===== src/eta_pkg.sv =====
// Types and constants for the escalating threshold alarm unit.
package eta_pkg;

  localparam int unsigned MV_W    = 12;
  localparam int unsigned CNT_W   = 8;
  localparam int unsigned LEVEL_W = 2;
  localparam int unsigned CFG_IDX_W = 3;

  localparam logic [LEVEL_W-1:0] MAX_LEVEL = 2'd3;
  localparam logic [CNT_W-1:0]   CNT_SAT   = 8'd255;

  typedef enum logic [1:0] {
    REQ_SAMPLE   = 2'd0,
    REQ_LVL_UP   = 2'd1,
    REQ_LVL_DOWN = 2'd2,
    REQ_TMR_RST  = 2'd3
  } req_type_t;

  typedef enum logic [2:0] {
    EV_NONE     = 3'd0,
    EV_ENTER    = 3'd1,
    EV_AUTO_UP  = 3'd2,
    EV_RECOVER  = 3'd3,
    EV_MAN_UP   = 3'd4,
    EV_MAN_DOWN = 3'd5,
    EV_TMR_RST  = 3'd6
  } event_code_t;

  typedef enum logic [CFG_IDX_W-1:0] {
    CFG_LOW_ALARM  = 3'd0,
    CFG_HIGH_ALARM = 3'd1,
    CFG_LOW_CLEAR  = 3'd2,
    CFG_HIGH_CLEAR = 3'd3,
    CFG_ESC_TICKS  = 3'd4,
    CFG_RECOVER    = 3'd5
  } cfg_idx_t;

  typedef struct packed {
    logic [1:0]      req_type;
    logic [MV_W-1:0] sense_mv;
  } in_req_t;

  typedef struct packed {
    logic [2:0]         event_code;
    logic               alarm_active;
    logic [LEVEL_W-1:0] cur_level;
  } out_res_t;

endpackage


===== src/escalating_threshold_alarm_unit.sv =====
// Escalating threshold alarm: sample/key requests in, one event result per request out.
//
//  channel | direction | handshake          | payload
//  --------+-----------+--------------------+---------------------------------------
//  in_     | input     | in_valid/in_stall  | in_data  (req_type, sense_mv)
//  out_    | output    | out_valid/out_stall| out_data (event_code, alarm_active, cur_level)
//  cfg_    | input     | cfg_we             | cfg_idx, cfg_wdata (write only)
//
// Flow: one request per clock while in_stall is low. The result lands in the output register
// in the cycle after the request is taken; the whole state update is one compare/increment
// pass set by the alarm state registers, so the next request sees it at once.
// Reset: synchronous, rst_n low; state, valid and config registers return to defaults, alarm normal.
// Stalls: in_stall is high only while a result sits in the output register and
// out_stall holds it, so the output register works as the only buffer stage.
module escalating_threshold_alarm_unit
  import eta_pkg::*;
(
  input  logic                 clk,
  input  logic                 rst_n,
  // request channel
  input  logic                 in_valid,
  output logic                 in_stall,
  input  in_req_t              in_data,
  // result channel
  output logic                 out_valid,
  input  logic                 out_stall,
  output out_res_t             out_data,
  // register writes
  input  logic                 cfg_we,
  input  logic [CFG_IDX_W-1:0] cfg_idx,
  input  logic [MV_W-1:0]      cfg_wdata
);

  // configuration registers
  logic [MV_W-1:0]  low_alarm_r,  high_alarm_r;
  logic [MV_W-1:0]  low_clear_r,  high_clear_r;
  logic [CNT_W-1:0] esc_ticks_r,  recover_r;

  // alarm state
  logic               active_r,  active_nxt;
  logic [LEVEL_W-1:0] level_r,   level_nxt;
  logic [CNT_W-1:0]   elapsed_r, elapsed_nxt;
  logic [CNT_W-1:0]   stable_r,  stable_nxt;

  // output register
  logic        out_valid_r, out_valid_nxt;
  out_res_t    out_data_r;
  event_code_t ev;

  logic in_accept;

  // helper values for a sample request
  logic [CNT_W-1:0] thr;
  logic [CNT_W-1:0] elapsed_inc;
  logic [CNT_W-1:0] stable_inc;
  logic             outside_alarm;
  logic             inside_clear;

  assign in_stall  = out_valid_r & out_stall;
  assign in_accept = in_valid & ~in_stall;

  assign thr = (esc_ticks_r == '0) ? CNT_W'(1) : esc_ticks_r;
  // tick advances the timer only while alarmed, saturating
  assign elapsed_inc = (active_r && elapsed_r != CNT_SAT) ? elapsed_r + CNT_W'(1) : elapsed_r;
  assign stable_inc  = (stable_r != CNT_SAT) ? stable_r + CNT_W'(1) : stable_r;

  assign outside_alarm = (in_data.sense_mv < low_alarm_r) || (in_data.sense_mv > high_alarm_r);
  assign inside_clear  = (in_data.sense_mv >= low_clear_r) &&
                         (in_data.sense_mv <= high_clear_r);

  // next alarm state and event for the request at the input
  always_comb begin
    active_nxt  = active_r;
    level_nxt   = level_r;
    elapsed_nxt = elapsed_r;
    stable_nxt  = stable_r;
    ev          = EV_NONE;
    unique case (req_type_t'(in_data.req_type))
      REQ_SAMPLE: begin
        elapsed_nxt = elapsed_inc;
        if (outside_alarm) begin
          stable_nxt = '0;
          if (!active_r) begin
            // fresh entry; timer restarts so escalation cannot follow on this request
            active_nxt  = 1'b1;
            level_nxt   = LEVEL_W'(1);
            elapsed_nxt = '0;
            ev          = EV_ENTER;
          end else if (elapsed_inc >= thr && level_r < MAX_LEVEL) begin
            level_nxt   = level_r + LEVEL_W'(1);
            elapsed_nxt = '0;
            ev          = EV_AUTO_UP;
          end
        end else if (active_r) begin
          if (inside_clear) begin
            if (stable_inc >= recover_r) begin
              active_nxt = 1'b0;
              level_nxt  = '0;
              stable_nxt = '0;
              ev         = EV_RECOVER;
            end else begin
              stable_nxt = stable_inc;
            end
          end else begin
            // between clear band and alarm band: recovery run broken
            stable_nxt = '0;
          end
        end
      end
      REQ_LVL_UP: begin
        if (active_r && level_r < MAX_LEVEL) begin
          level_nxt   = level_r + LEVEL_W'(1);
          elapsed_nxt = '0;
          ev          = EV_MAN_UP;
        end
      end
      REQ_LVL_DOWN: begin
        if (active_r && level_r > LEVEL_W'(1)) begin
          level_nxt   = level_r - LEVEL_W'(1);
          elapsed_nxt = '0;
          ev          = EV_MAN_DOWN;
        end
      end
      REQ_TMR_RST: begin
        if (active_r) begin
          elapsed_nxt = '0;
          ev          = EV_TMR_RST;
        end
      end
    endcase
  end

  // output register holds until taken; a new request may refill it the same cycle
  always_comb begin
    if (in_accept) begin
      out_valid_nxt = 1'b1;
    end else if (!out_stall) begin
      out_valid_nxt = 1'b0;
    end else begin
      out_valid_nxt = out_valid_r;
    end
  end

  always_ff @(posedge clk) begin
    if (!rst_n) begin
      active_r    <= 1'b0;
      level_r     <= '0;
      elapsed_r   <= '0;
      stable_r    <= '0;
      out_valid_r <= 1'b0;
    end else begin
      out_valid_r <= out_valid_nxt;
      if (in_accept) begin
        active_r  <= active_nxt;
        level_r   <= level_nxt;
        elapsed_r <= elapsed_nxt;
        stable_r  <= stable_nxt;
      end
    end
  end

  // payload register, no reset needed
  always_ff @(posedge clk) begin
    if (in_accept) begin
      out_data_r.event_code   <= ev;
      out_data_r.alarm_active <= active_nxt;
      out_data_r.cur_level    <= level_nxt;
    end
  end

  // register writes; unknown indexes are dropped
  always_ff @(posedge clk) begin
    if (!rst_n) begin
      low_alarm_r  <= MV_W'(1000);
      high_alarm_r <= MV_W'(2300);
      low_clear_r  <= MV_W'(1100);
      high_clear_r <= MV_W'(2200);
      esc_ticks_r  <= CNT_W'(20);
      recover_r    <= CNT_W'(5);
    end else if (cfg_we) begin
      unique case (cfg_idx)
        CFG_LOW_ALARM:  low_alarm_r  <= cfg_wdata;
        CFG_HIGH_ALARM: high_alarm_r <= cfg_wdata;
        CFG_LOW_CLEAR:  low_clear_r  <= cfg_wdata;
        CFG_HIGH_CLEAR: high_clear_r <= cfg_wdata;
        CFG_ESC_TICKS:  esc_ticks_r  <= cfg_wdata[CNT_W-1:0];
        CFG_RECOVER:    recover_r    <= cfg_wdata[CNT_W-1:0];
        default: ;
      endcase
    end
  end

  assign out_valid = out_valid_r;
  assign out_data  = out_data_r;

endmodule


===== config.mk =====
export PLATFORM = sky130hd
export DESIGN_NAME = escalating_threshold_alarm_unit
export DESIGN_NICKNAME = d
export VERILOG_FILES = /design/src/eta_pkg.sv /design/src/escalating_threshold_alarm_unit.sv
export SDC_FILE = /design/constraint.sdc
export NUM_CORES = 1
export LEC_CHECK = 0
export BUFFER_PORTS_ARGS = -buffer_cell sky130_fd_sc_hd__buf_2
export CAP_MARGIN = 20
export CORE_AREA = 2 2 74 147
export CTS_CLUSTER_DIAMETER = 150
export DETAILED_ROUTE_END_ITERATION = 16
export DIE_AREA = 0 0 76 149
export PLACE_DENSITY = 0.75
export SKIP_CTS_REPAIR_TIMING = 1
export SKIP_LAST_GASP = 1
export SLEW_MARGIN = 10
export SYNTH_ARGS = -nofsm -noshare
export SYNTH_HDL_FRONTEND = slang
export SYNTH_SLANG_ARGS = --single-unit

===== constraint.sdc =====
create_clock -name clk -period 8.64 [get_ports clk]
set_input_delay 0.432 -clock clk [delete_from_list [all_inputs] [get_ports clk]]
set_output_delay 0.432 -clock clk [all_outputs]
set_load 0.02 [all_outputs]

* Yosys cells after proc, flatten, opt, wreduce, memory -nomap -nowiden
Cells that the tools add are included.
Word-level totals: bits in registers 90, bits of input ports 34, output and inout bits 8
Operators by class: add/sub/neg operators 4, order comparisons 8, eq/ne operators 14, multiplexer cells 40, bitwise operators 3, reductions and logical operators 18
Operator list (number):
- $mux W8 | 13
- $pmux W8 S4 | 1
- $mux W2 | 13
- $add A8 B1 Y8 const B | 2
- $ge A8 B8 Y1 | 2
- $ne A8 B8 Y1 const B | 2
- $ge A12 B12 Y1 | 1
- $gt A12 B12 Y1 | 1
- $le A12 B12 Y1 | 1
- $lt A12 B12 Y1 | 1
- $mux W3 | 4
- $pmux W3 S4 | 1
- $reduce_and A2 Y1 | 6
- $logic_not A8 Y1 | 1
- $mux W1 | 7
- $eq A3 B2 Y1 const B | 2
- $eq A3 B3 Y1 const B | 2
- $ne A2 B2 Y1 const B | 3
- $pmux W2 S3 | 1
- $logic_and A1 B1 Y1 | 5
- $eq A2 B2 Y1 const B | 2
- $reduce_and A4 Y1 | 1
- $eq A3 B1 Y1 const B | 1
- $logic_not A3 Y1 | 1
- other kinds (12) | 13

* Depth between registers and ports, before layout
Gate-level depths: netlist of run 1.
depth in word-level cells 9, gate-level depth with buffers 15, gate-level depth less buffers 15

* Worst setup path after synthesis of run 1
Ideal clock, no wire load.
path kind register -> register, start point register elapsed_r[0], end point register elapsed_r[6], arrival 2.973 ns, slack 5.597 ns, stages on the path, launching flop included 16, buffers on the path 0, period minus slack after synthesis 3.043 ns, cells stage by stage dfxtp_1 ha_1 nand2_1 o31a_1 nand4_1 nor3_1 xnor2_1 inv_1 ha_1 a211oi_1 nand2_1 o221ai_1 a21o_1 a22oi_2 or3b_1 a21oi_1
On the way: word-level cells in the longest chain between the ends 9, elaborated cells between the ends (all ways) 10, classes of those cells 1 x add/sub; 1 x order compare; 1 x eq/ne; 5 x mux; 2 x reduce/logical
Ends and longest elaborated chain:
- start: declaration | line escalating_threshold_alarm_unit.sv:42 | logic [CNT_W-1:0] elapsed_r, elapsed_nxt;
- start signal: assignment | line escalating_threshold_alarm_unit.sv:156 | elapsed_r <= elapsed_nxt;
- parallel branches: the longest is 2 deep, another holds $add A8 B1 Y8
- $mux W8 (*) | line escalating_threshold_alarm_unit.sv:64 | assign elapsed_inc = (active_r && elapsed_r != CNT_SAT) ? elapsed_r + CNT_W'(1) : elapsed_r;
- $ge A8 B8 Y1 | line escalating_threshold_alarm_unit.sv:89 | end else if (elapsed_inc >= thr && level_r < MAX_LEVEL) begin
- $logic_and A1 B1 Y1 | line escalating_threshold_alarm_unit.sv:89
- $mux W8 | line escalating_threshold_alarm_unit.sv:89
- $mux W8 | line escalating_threshold_alarm_unit.sv:83 | if (!active_r) begin
- $mux W8 (*) | line escalating_threshold_alarm_unit.sv:81 | if (outside_alarm) begin
- $pmux W8 S4 (*) | line escalating_threshold_alarm_unit.sv:78 | unique case (req_type_t'(in_data.req_type))
Every way passes the cells marked *. A chain may end at the register's enable or synchronous reset.

* Final worst setup path of run 1
Same ends and word-level chain as after synthesis.

==> results of run 1 <==
[kinds of logic after synthesis]
group                      share of synthesized area [%]
DFF                                                 34.2
AOI/OAI and AO/OA                                   21.2
adders and majority gates                           15.4
and+or+nand+nor                                     20.3
buffers and inverters                               6.69
xor gates and xnor gates                            1.29
muxes                                              0.989
[per-stage QoR]
step	std cells	util [%]	power, µW	hold slack, ns	worst slack [ns]
2_1_floorplan	672	-	533	0.432	5.60
3_3_place_gp	830	55.9	574	0.443	5.37
3_5_place_dp	830	55.9	577	0.448	5.23
4_1_cts	846	58.8	973	0.302	5.22
5_1_grt	848	58.9	1010	0.310	4.87
6_report	848	58.9	967	0.312	5.24
[synthesized netlist by cell type (3+ instances only)]
library cell	instances	area (µm²)
nand2_1	142	533
dfxtp_1	84	1680
inv_1	73	274
a21oi_1	69	345
ha_1	67	838
o211ai_1	27	203
nor2_1	21	78.8
clkbuf_1	20	75.1
nand3_1	13	65.1
nand4_1	13	81.3
o21ai_0	13	65.1
nor2b_1	8	50.1
a21o_1	7	52.6
a32o_1	7	70.1
edfxtp_1	6	180
nor3_1	6	30.0
o31a_1	6	52.6
xnor2_1	6	52.6
a211oi_1	5	37.5
a31oi_1	5	31.3
nand2b_1	5	31.3
or2_2	5	31.3
a211o_1	4	35.0
and2_1	4	25.0
o31ai_1	4	30.0
mux2_2	3	33.8
o21a_1	3	22.5
[path summary, 6_finish.rpt]
check                               startpoint              to  depth (start not counted)
worst max-delay path              elapsed_r[0]    elapsed_r[6]                         15
worst min-delay path                  in_valid       out_valid                          2
worst max register to register    elapsed_r[0]    elapsed_r[6]                         15
worst min register to register  low_clear_r[5]  low_clear_r[5]                          2
[sequential cells by signal, summed over array words and instances, names as in the netlist]
name,count
high_alarm_r,12
high_clear_r,12
low_alarm_r,12
low_clear_r,12
elapsed_r,8
esc_ticks_r,8
recover_r,8
stable_r,8
out_data,6
level_r,2
active_r,1
out_valid,1
[metal layers]
layer	GRT usage [%]	wire length, µm	vias up
li1	-	-	2418
met1	30.8	5810	2265
met2	39.8	6350	125
met3	4.06	646	23
met4	9.18	317	0
met5	0	0	-
[power groups by stage]
stage               Sequential (µW)  Clock (µW)  Combinational [µW]
floorplan                       449           0                83.6
global placement                447           0                 126
detailed placement              448           0                 129
CTS                             438         404                 130
global route                    440         419                 147
finish                          438         398                 131
[final cells by class]
| class | instances | area (µm²) | area share (%) |
|---|---|---|---|
| clock buffer | 14 | 264 | 4.36 |
| clock inverter | 2 | 35.0 | 0.578 |
| inverter | 73 | 274 | 4.52 |
| multi-input combinational | 487 | 3220 | 53.1 |
| sequential | 90 | 1860 | 30.7 |
| tap | 137 | 171 | 2.83 |
| timing repair buffer | 45 | 236 | 3.90 |
==> reports/metrics.yaml, run 1 <==
ys_seq_elements: 90
avgViaCountPerCell: 5.70
cts_root_buf: "clkbuf_16"
tritoncts: "built"
clock_latency_ns: 0.34
maxSlewHeadroom_pct: 46.9
rrSetupSlack_ns: 5.24
hold_path_class: "in -> reg"
start_util_pct: 52.9
hpwl_mm: 9.38
max_cap_violations: 0
num-fill-cells: 938
grt.total_usage_pct: 23.8
fin_area_um2: 6060
syn_area_per_cell_um2: 8.10
drc: 0
diodes: 0
layout_min_cycle_time_ns: 3.40
drt_wl_total_mm: 13.1
crit_fanout: 8
internal-power_uw: 718
tns_ns: 0
rows: 53
ys_warn_count: 0
postSynthCellCount: 672
dieArea_um2: 11300
ant_nets: 0
grt_pass1_wl_mm: 21.5
wl_per_cell_um: 15.5
cts_buffers: 9
critPathRequiredTime_ns: 8.92
worstSetupPathType: "reg -> reg"
p_comb_share_pct: 13.5
start_kind: "flop"
h-tree-depth: 3
cp_top_family: "compound AO/OA/AOI/OAI gates"
clkSinkCount: 90
drt_iter0_drc: 369
dr_total_vias: 4831
syn_nets: 773
nets: 807
vdd_drop_max_mv: 0.120
path_cells: "ha_1 -> nand2_1 -> o31a_1 -> nand4_1 -> nor3_1 -> xnor2_1 -> inv_1 -> ha_1 -> a211oi_1 -> nand2_1 -> o221ai_1 -> a21o_1 -> a22oi_2 -> or3b_1 -> a21oi_1"
dieHeight_um: 149
portBuffers: 41
worstMarginPinSlew_ns: 0.797
slew_viol_final: 0
synth_area_um2: 5440
final_cell_mix: "nand2_1 (142), dfxtp_1 (84), inv_1 (73)"
overflow: 0
crit_buf_inv: 1
swShare_pct: 25.7
gp_congestion: 0.875
area_growth_pct: 11.3
seq_power_share_pct: 45.3
seq_area_frac_synth_pct: 34.2
worst_setup_path_end_kind: "flop"
p_leak_uw: 0.00254
postPlaceCellArea_um2: 5740
synth_edf_count: 6
pwr-share-clk_pct: 41.1
fin_crit_sh_pct: 39.4
synth_cell_types: 59
rsz0062_at_grt: "no"
grt_pass1_vias: 4500
power.density_nw_per_um2: 160
synth_ff_type: "dfxtp_1"
mostFrequentLayoutCell: "nand2_1"
path_clk_slew_ns: 0.06
layout-drive-gt1-share_pct: 11.0
max_freq_ghz: 0.294
core_um2: 10300
first_pass_iters: 5
grt_max_degree: 49
clock_skew_ns: 0.00652
setup_viol: 0
antenna_found_initial: 0
ioPinCount: 42
fp.dieW_um: 76
synth_async_sr_flop_share_pct: 0
outcome: "finished, final reports clean"
net-switching-power_uw: 249
hold_violations: 0
crit_arrival_ns: 3.68
max-clock-path-buffers: 2
cp_slowest_cell: "or3b_1"
max_stage_delay_ns: 0.42
No activity file was read; power rests on OpenSTA's default activity.
==> inputs of run 2 (changes only) <==
--- a/config.mk
+++ b/config.mk
@@ -5,6 +5,7 @@
 export SDC_FILE = /design/constraint.sdc
 export NUM_CORES = 1
 export LEC_CHECK = 0
+export ABC_AREA = 1
 export BUFFER_PORTS_ARGS = -buffer_cell sky130_fd_sc_hd__buf_2
 export CAP_MARGIN = 20
 export CORE_AREA = 2 2 74 147
==> constraint.sdc (replaced) <==
create_clock -name clk -period 3.2 [get_ports clk]
set_input_delay 0.16 -clock clk [delete_from_list [all_inputs] [get_ports clk]]
set_output_delay 0.16 -clock clk [all_outputs]
set_load 0.02 [all_outputs]
==> reports/metrics.yaml, run 2 <==
avgViaCountPerCell: 5.06
core_um2: 10300
synth_ff_type: "dfxtp_1"
hpwl_mm: 8.83
synth_area_um2: 5430
crit_fanout: 5
setup_viol: 0
diodes: 0
h-tree-depth: 3
path_depth: 19
ys_seq_elements: 90
syn_nets: 867
area_growth_pct: 13.5
cts_buffers: 9
grt.total_usage_pct: 22.0
pwr-share-clk_pct: 41.4
max_freq_ghz: 0.332
drt_wl_total_mm: 11.9
p_comb_share_pct: 14.4
slew_viol_final: 0
cp_top_family: "simple AND/OR/NAND/NOR gates"
power.density_nw_per_um2: 441
fin_util_pct: 60.0
clock_latency_ns: 0.35
synth_compound_area_share_pct: 17.4
max_stage_delay_ns: 0.38
overflow: 0
postSynthCellCount: 766
portBuffers: 41
crit_arrival_ns: 3.10
final_cell_mix: "nand2_1 (168), inv_1 (138), dfxtp_1 (82)"
gp_congestion: 0.873
synthXorXnorAreaFrac_pct: 1.29
hold_path_class: "in -> reg"
r2r_cells: 19
antenna_found_initial: 0
first_pass_iters: 5
crit_top_cell: "nand2_1"
layout-drive-gt1-share_pct: 11.3
seq_power_share_pct: 44.2
net-switching-power_uw: 727
seq_area_frac_synth_pct: 34.3
tritoncts: "built"
dieArea_um2: 11300
wl_per_cell_um: 12.5
dp_slack_ns: 0.114
synth_async_sr_flop_share_pct: 0
worstMarginPinSlew_ns: 0.702
clock_skew_ns: 0.00704
cts_root_buf: "clkbuf_16"
start_util_pct: 52.8
cp_slowest_cell: "dfxtp_1"
grt_pass1_wl_mm: 20.3
crit_buf_inv: 1
maxSlewHeadroom_pct: 53.0
synth-simple-area-share_pct: 20.5
grt_pass1_vias: 4441
hold-path-cell-count: 3
ys_warn_count: 0
synth_fa_ha_area_share_pct: 15.4
synth_top_family_by_area: "simple AND/OR/NAND/NOR gates"
worstSetupPathType: "reg -> reg"
fp.dieW_um: 76
fin_ws_ns: 0.192
rows: 53
synthMuxAreaShare_pct: 0
drc: 0
internal-power_uw: 1990
synth_top_cell_by_area: "dfxtp_1"
worst_setup_path_end_kind: "flop"
ant_nets: 0
swShare_pct: 26.7
synth_edf_count: 6
dieHeight_um: 149
layout_min_cycle_time_ns: 3.01
outcome: "finished, final reports clean"
max-clock-path-buffers: 2
fin_crit_sh_pct: 94.0
num-fill-cells: 948
grt_max_degree: 38
hold_violations: 0
drt_iter0_drc: 388
clkSinkCount: 90
path_clk_slew_ns: 0.07
ioPinCount: 42
max_cap_violations: 0
p_leak_uw: 0.00316
path_cells: "ha_1 -> nand2_1 -> nor2_1 -> inv_1 -> nor2_2 -> nand2_1 -> nor2_4 -> nor2_1 -> xor2_1 -> ha_1 -> nand2_1 -> nor2_1 -> nand4_1 -> nand3_2 -> nand4_1 -> nand2_1 -> nand2_1 -> nand2_1 -> nand3_1"
yosysTopAreaCellShare_pct: 31.0
start_kind: "flop"
critPathRequiredTime_ns: 3.29
yosysMostFrequentCell: "nand2_1"
synth_cell_types: 31
syn_area_per_cell_um2: 7.09
mostFrequentLayoutCell: "nand2_1"
nets: 910
synth_common_cells: "nand2_1 (169), inv_1 (138), dfxtp_1 (84)"
synth_area_leaders: "dfxtp_1 (31%), ha_1 (15%), nand2_1 (12%)"
vdd_drop_max_mv: 0.332
dr_total_vias: 4811
-- run 2: cell types whose count changed after synthesis, sizes merged, moves of 7 or more --
cell,before,now
nor2,21,61
o21ai,16,59
inv,73,145
nor2b,9,0
nand3,13,21
nand2,143,172
a32o,7,0
o211ai,28,21
a21oi,71,79
-- run 2: area by class of cell --
class	count	area [µm²]	area share [%]
Sequential cell	90	1860	30.2
Inverter	145	544	8.83
Clock inverter	5	60.1	0.974
Clock buffer	11	264	4.28
Tap cell	137	171	2.78
Multi-Input combinational cell	515	3000	48.7
Timing Repair Buffer	48	258	4.18
-- run 2: layer usage --
layer	vias up	routed length (µm)	GRT usage [%]
li1	2563	-	-
met1	2132	5460	27.5
met2	100	5780	38.3
met3	16	417	2.06
met4	0	268	10.0
met5	-	0	0
-- run 2: power by group through the flow --
stage,clock (µW),combinational (µW),sequential (µW)
3_5_place_dp,0,380,1220
4_1_cts,1140,383,1200
3_3_place_gp,0,368,1220
2_1_floorplan,0,256,1230
6_report,1130,391,1200
5_1_grt,1180,451,1200
-- run 2: worst paths after layout --
| check | start | endpoint | slack [ns] |
|---|---|---|---|
| setup / recovery | stable_r[0] | out_data[0] | 0.19 |
| hold / removal | cfg_wdata[10] | low_clear_r[10] | 0.06 |
| setup reg to reg | stable_r[0] | out_data[0] | 0.19 |
| hold reg to reg | low_clear_r[11] | low_clear_r[11] | 0.46 |
-- run 2: metrics by stage --
stage | setup TNS, ns | instance area, µm² | hold WS (ns) | cells | power (µW)
floorplan | 0 | 5430 | 0.286 | 766 | 1480
global placement | 0 | 5780 | 0.425 | 933 | 1590
detailed placement | 0 | 5780 | 0.426 | 933 | 1600
CTS | 0 | 6110 | 0.0654 | 949 | 2720
global route | -0.0263 | 6160 | 0.0779 | 951 | 2840
finish | 0 | 6160 | 0.0615 | 951 | 2720
-- run 2: logic make-up (layout without fill, tap and decap cells) --
logic type | Yosys count | after routing
AOI/OAI and AO/OA | 169 | 169
xor gates and xnor gates | 8 | 8
buffers and inverters | 161 | 209
adders and majority gates | 67 | 67
DFF | 90 | 90
and+or+nand+nor | 271 | 271
-- run 2: tightest hold or removal path, stage by stage --
cell,delay [ns]
buf_2,0.10
nand2_1,0.05
o211ai_1,0.06
==> inputs of run 3 (changes only) <==
--- a/config.mk
+++ b/config.mk
@@ -8,11 +8,11 @@
 export ABC_AREA = 1
 export BUFFER_PORTS_ARGS = -buffer_cell sky130_fd_sc_hd__buf_2
 export CAP_MARGIN = 20
-export CORE_AREA = 2 2 74 147
+export CORE_AREA = 2 2 81 161
 export CTS_CLUSTER_DIAMETER = 150
 export DETAILED_ROUTE_END_ITERATION = 16
-export DIE_AREA = 0 0 76 149
-export PLACE_DENSITY = 0.75
+export DIE_AREA = 0 0 83 163
+export PLACE_DENSITY = 0.65
 export SKIP_CTS_REPAIR_TIMING = 1
 export SKIP_LAST_GASP = 1
 export SLEW_MARGIN = 10
==> reports/metrics.yaml, run 3 (synthesis results as in run 2) <==
seq_power_share_pct: 45.6
drt_wl_total_mm: 12.3
wl_per_cell_um: 12.7
drt_iter0_drc: 241
worstReg2RegStart: "stable_r[1]"
internal-power_uw: 1920
h-tree-depth: 3
rr_endpoint: "out_data[1]"
grt_pass1_vias: 4383
max_stage_delay_ns: 0.37
vdd_drop_max_mv: 0.305
antenna_found_initial: 0
fp.dieW_um: 83
rrSetupSlack_ns: 0.26
rows: 58
rsz0062_at_grt: "yes"
setup_viol: 0
first_pass_iters: 5
crit_top_cell: "nand2_1"
worstSetupPathType: "reg -> reg"
overflow: 0
outcome: "finished, final reports clean"
r2r_cells: 19
ant_nets: 0
grt_max_degree: 69
fin_util_pct: 49.7
net-switching-power_uw: 708
path_cells: "ha_1 -> nand2_1 -> nor2_1 -> inv_1 -> nor2_2 -> nand2_1 -> nor2_4 -> nor2_1 -> xor2_1 -> ha_1 -> nand2_1 -> nor2_1 -> nand4_1 -> nand3_2 -> nand4_1 -> nand3_1 -> nand3_1 -> nand2_1 -> inv_1"
slew_viol_final: 0
worst_setup_path_end_kind: "flop"
critPathRequiredTime_ns: 3.30
dieArea_um2: 13500
crit_fanout: 5
layout_min_cycle_time_ns: 2.94
area_growth_pct: 13.6
mostFrequentLayoutCell: "nand2_1"
power.density_nw_per_um2: 426
max_freq_ghz: 0.340
start_kind: "flop"
cp-endpoint: "out_data[1]"
cts_root_buf: "clkbuf_16"
fin_crit_sh_pct: 91.9
clock_skew_ns: 0.00692
grt.total_usage_pct: 18.5
swShare_pct: 27.0
max_cap_violations: 0
diodes: 0
maxSlewHeadroom_pct: 54.0
drc: 0
grt_pass1_wl_mm: 20.4
hold_path_class: "in -> reg"
crit_buf_inv: 2
nets: 914
cp_top_family: "simple AND/OR/NAND/NOR gates"
crit_arrival_ns: 3.04
critPathLaunch: "stable_r[1]"
tritoncts: "built"
hold_violations: 0
fin_ws_ns: 0.260
dieHeight_um: 163
dr_total_vias: 4726
avgViaCountPerCell: 4.89
layout-drive-gt1-share_pct: 11.4
core_um2: 12400
final_cell_mix: "nand2_1 (168), inv_1 (138), dfxtp_1 (81)"
portBuffers: 41
clkSinkCount: 90
dp_slack_ns: 0.131
path_clk_slew_ns: 0.06
cp_slowest_cell: "dfxtp_1"
cts_buffers: 9
worstMarginPinSlew_ns: 0.686
path_depth: 19
p_comb_share_pct: 15.4
hpwl_mm: 9.11
start_util_pct: 43.7
clock_latency_ns: 0.34
p_leak_uw: 0.00316
gp_congestion: 0.855
max-clock-path-buffers: 2
ioPinCount: 42
pwr-share-clk_pct: 39.0
-- run 3: power groups by stage --
stage | clock network, µW | logic [µW] | registers (µW)
after floorplan | 0 | 256 | 1230
after global placement | 0 | 379 | 1220
after detailed placement | 0 | 388 | 1220
after CTS | 1050 | 391 | 1200
after global routing | 1090 | 464 | 1200
final | 1020 | 404 | 1200
-- run 3: through the flow --
stage	TNS (ns)	total power, µW	hold WS, ns	instances	instance area, µm²
3_5_place_dp	0	1610	0.433	947	5810
5_1_grt	-0.0510	2750	0.102	966	6170
4_1_cts	0	2640	0.0768	961	6080
3_3_place_gp	0	1600	0.427	947	5810
2_1_floorplan	0	1480	0.286	766	5430
6_report	0	2630	0.0777	966	6170
-- run 3: final cells by class --
cell class / instances / area, µm²
Fill cell: 1224 / 6240
Clock buffer: 11 / 233
Tap cell: 150 / 188
Timing Repair Buffer: 52 / 288
Clock inverter: 3 / 42.5
Sequential cell: 90 / 1870
Multi-Input combinational cell: 515 / 3010
Inverter: 145 / 544
-- run 3: metal layers --
layer	GRT usage (%)	vias up	wire length, µm
met3	2.38	11	310
li1	-	2563	-
met5	0	-	0
met2	31.7	64	5900
met1	23.9	2088	5920
met4	6.04	0	169
-- run 3: worst min-delay path by stage --
stage	end	start	cells after the start
finish	low_clear_r[10]	cfg_wdata[10]	3
global route	out_valid	out_stall	3
CTS	low_clear_r[10]	cfg_wdata[10]	3
detailed placement	low_clear_r[10]	cfg_wdata[10]	3
global placement	low_clear_r[10]	cfg_wdata[10]	3
floorplan	recover_r[0]	cfg_wdata[0]	2
-- run 3: tightest hold or removal path, delay by kind of cell --
| family | cells | cell delay, ns |
|---|---|---|
| buffers and inverters | 1 | 0.11 |
| AND/OR/NAND/NOR | 1 | 0.05 |
| AO/OA/AOI/OAI | 1 | 0.06 |
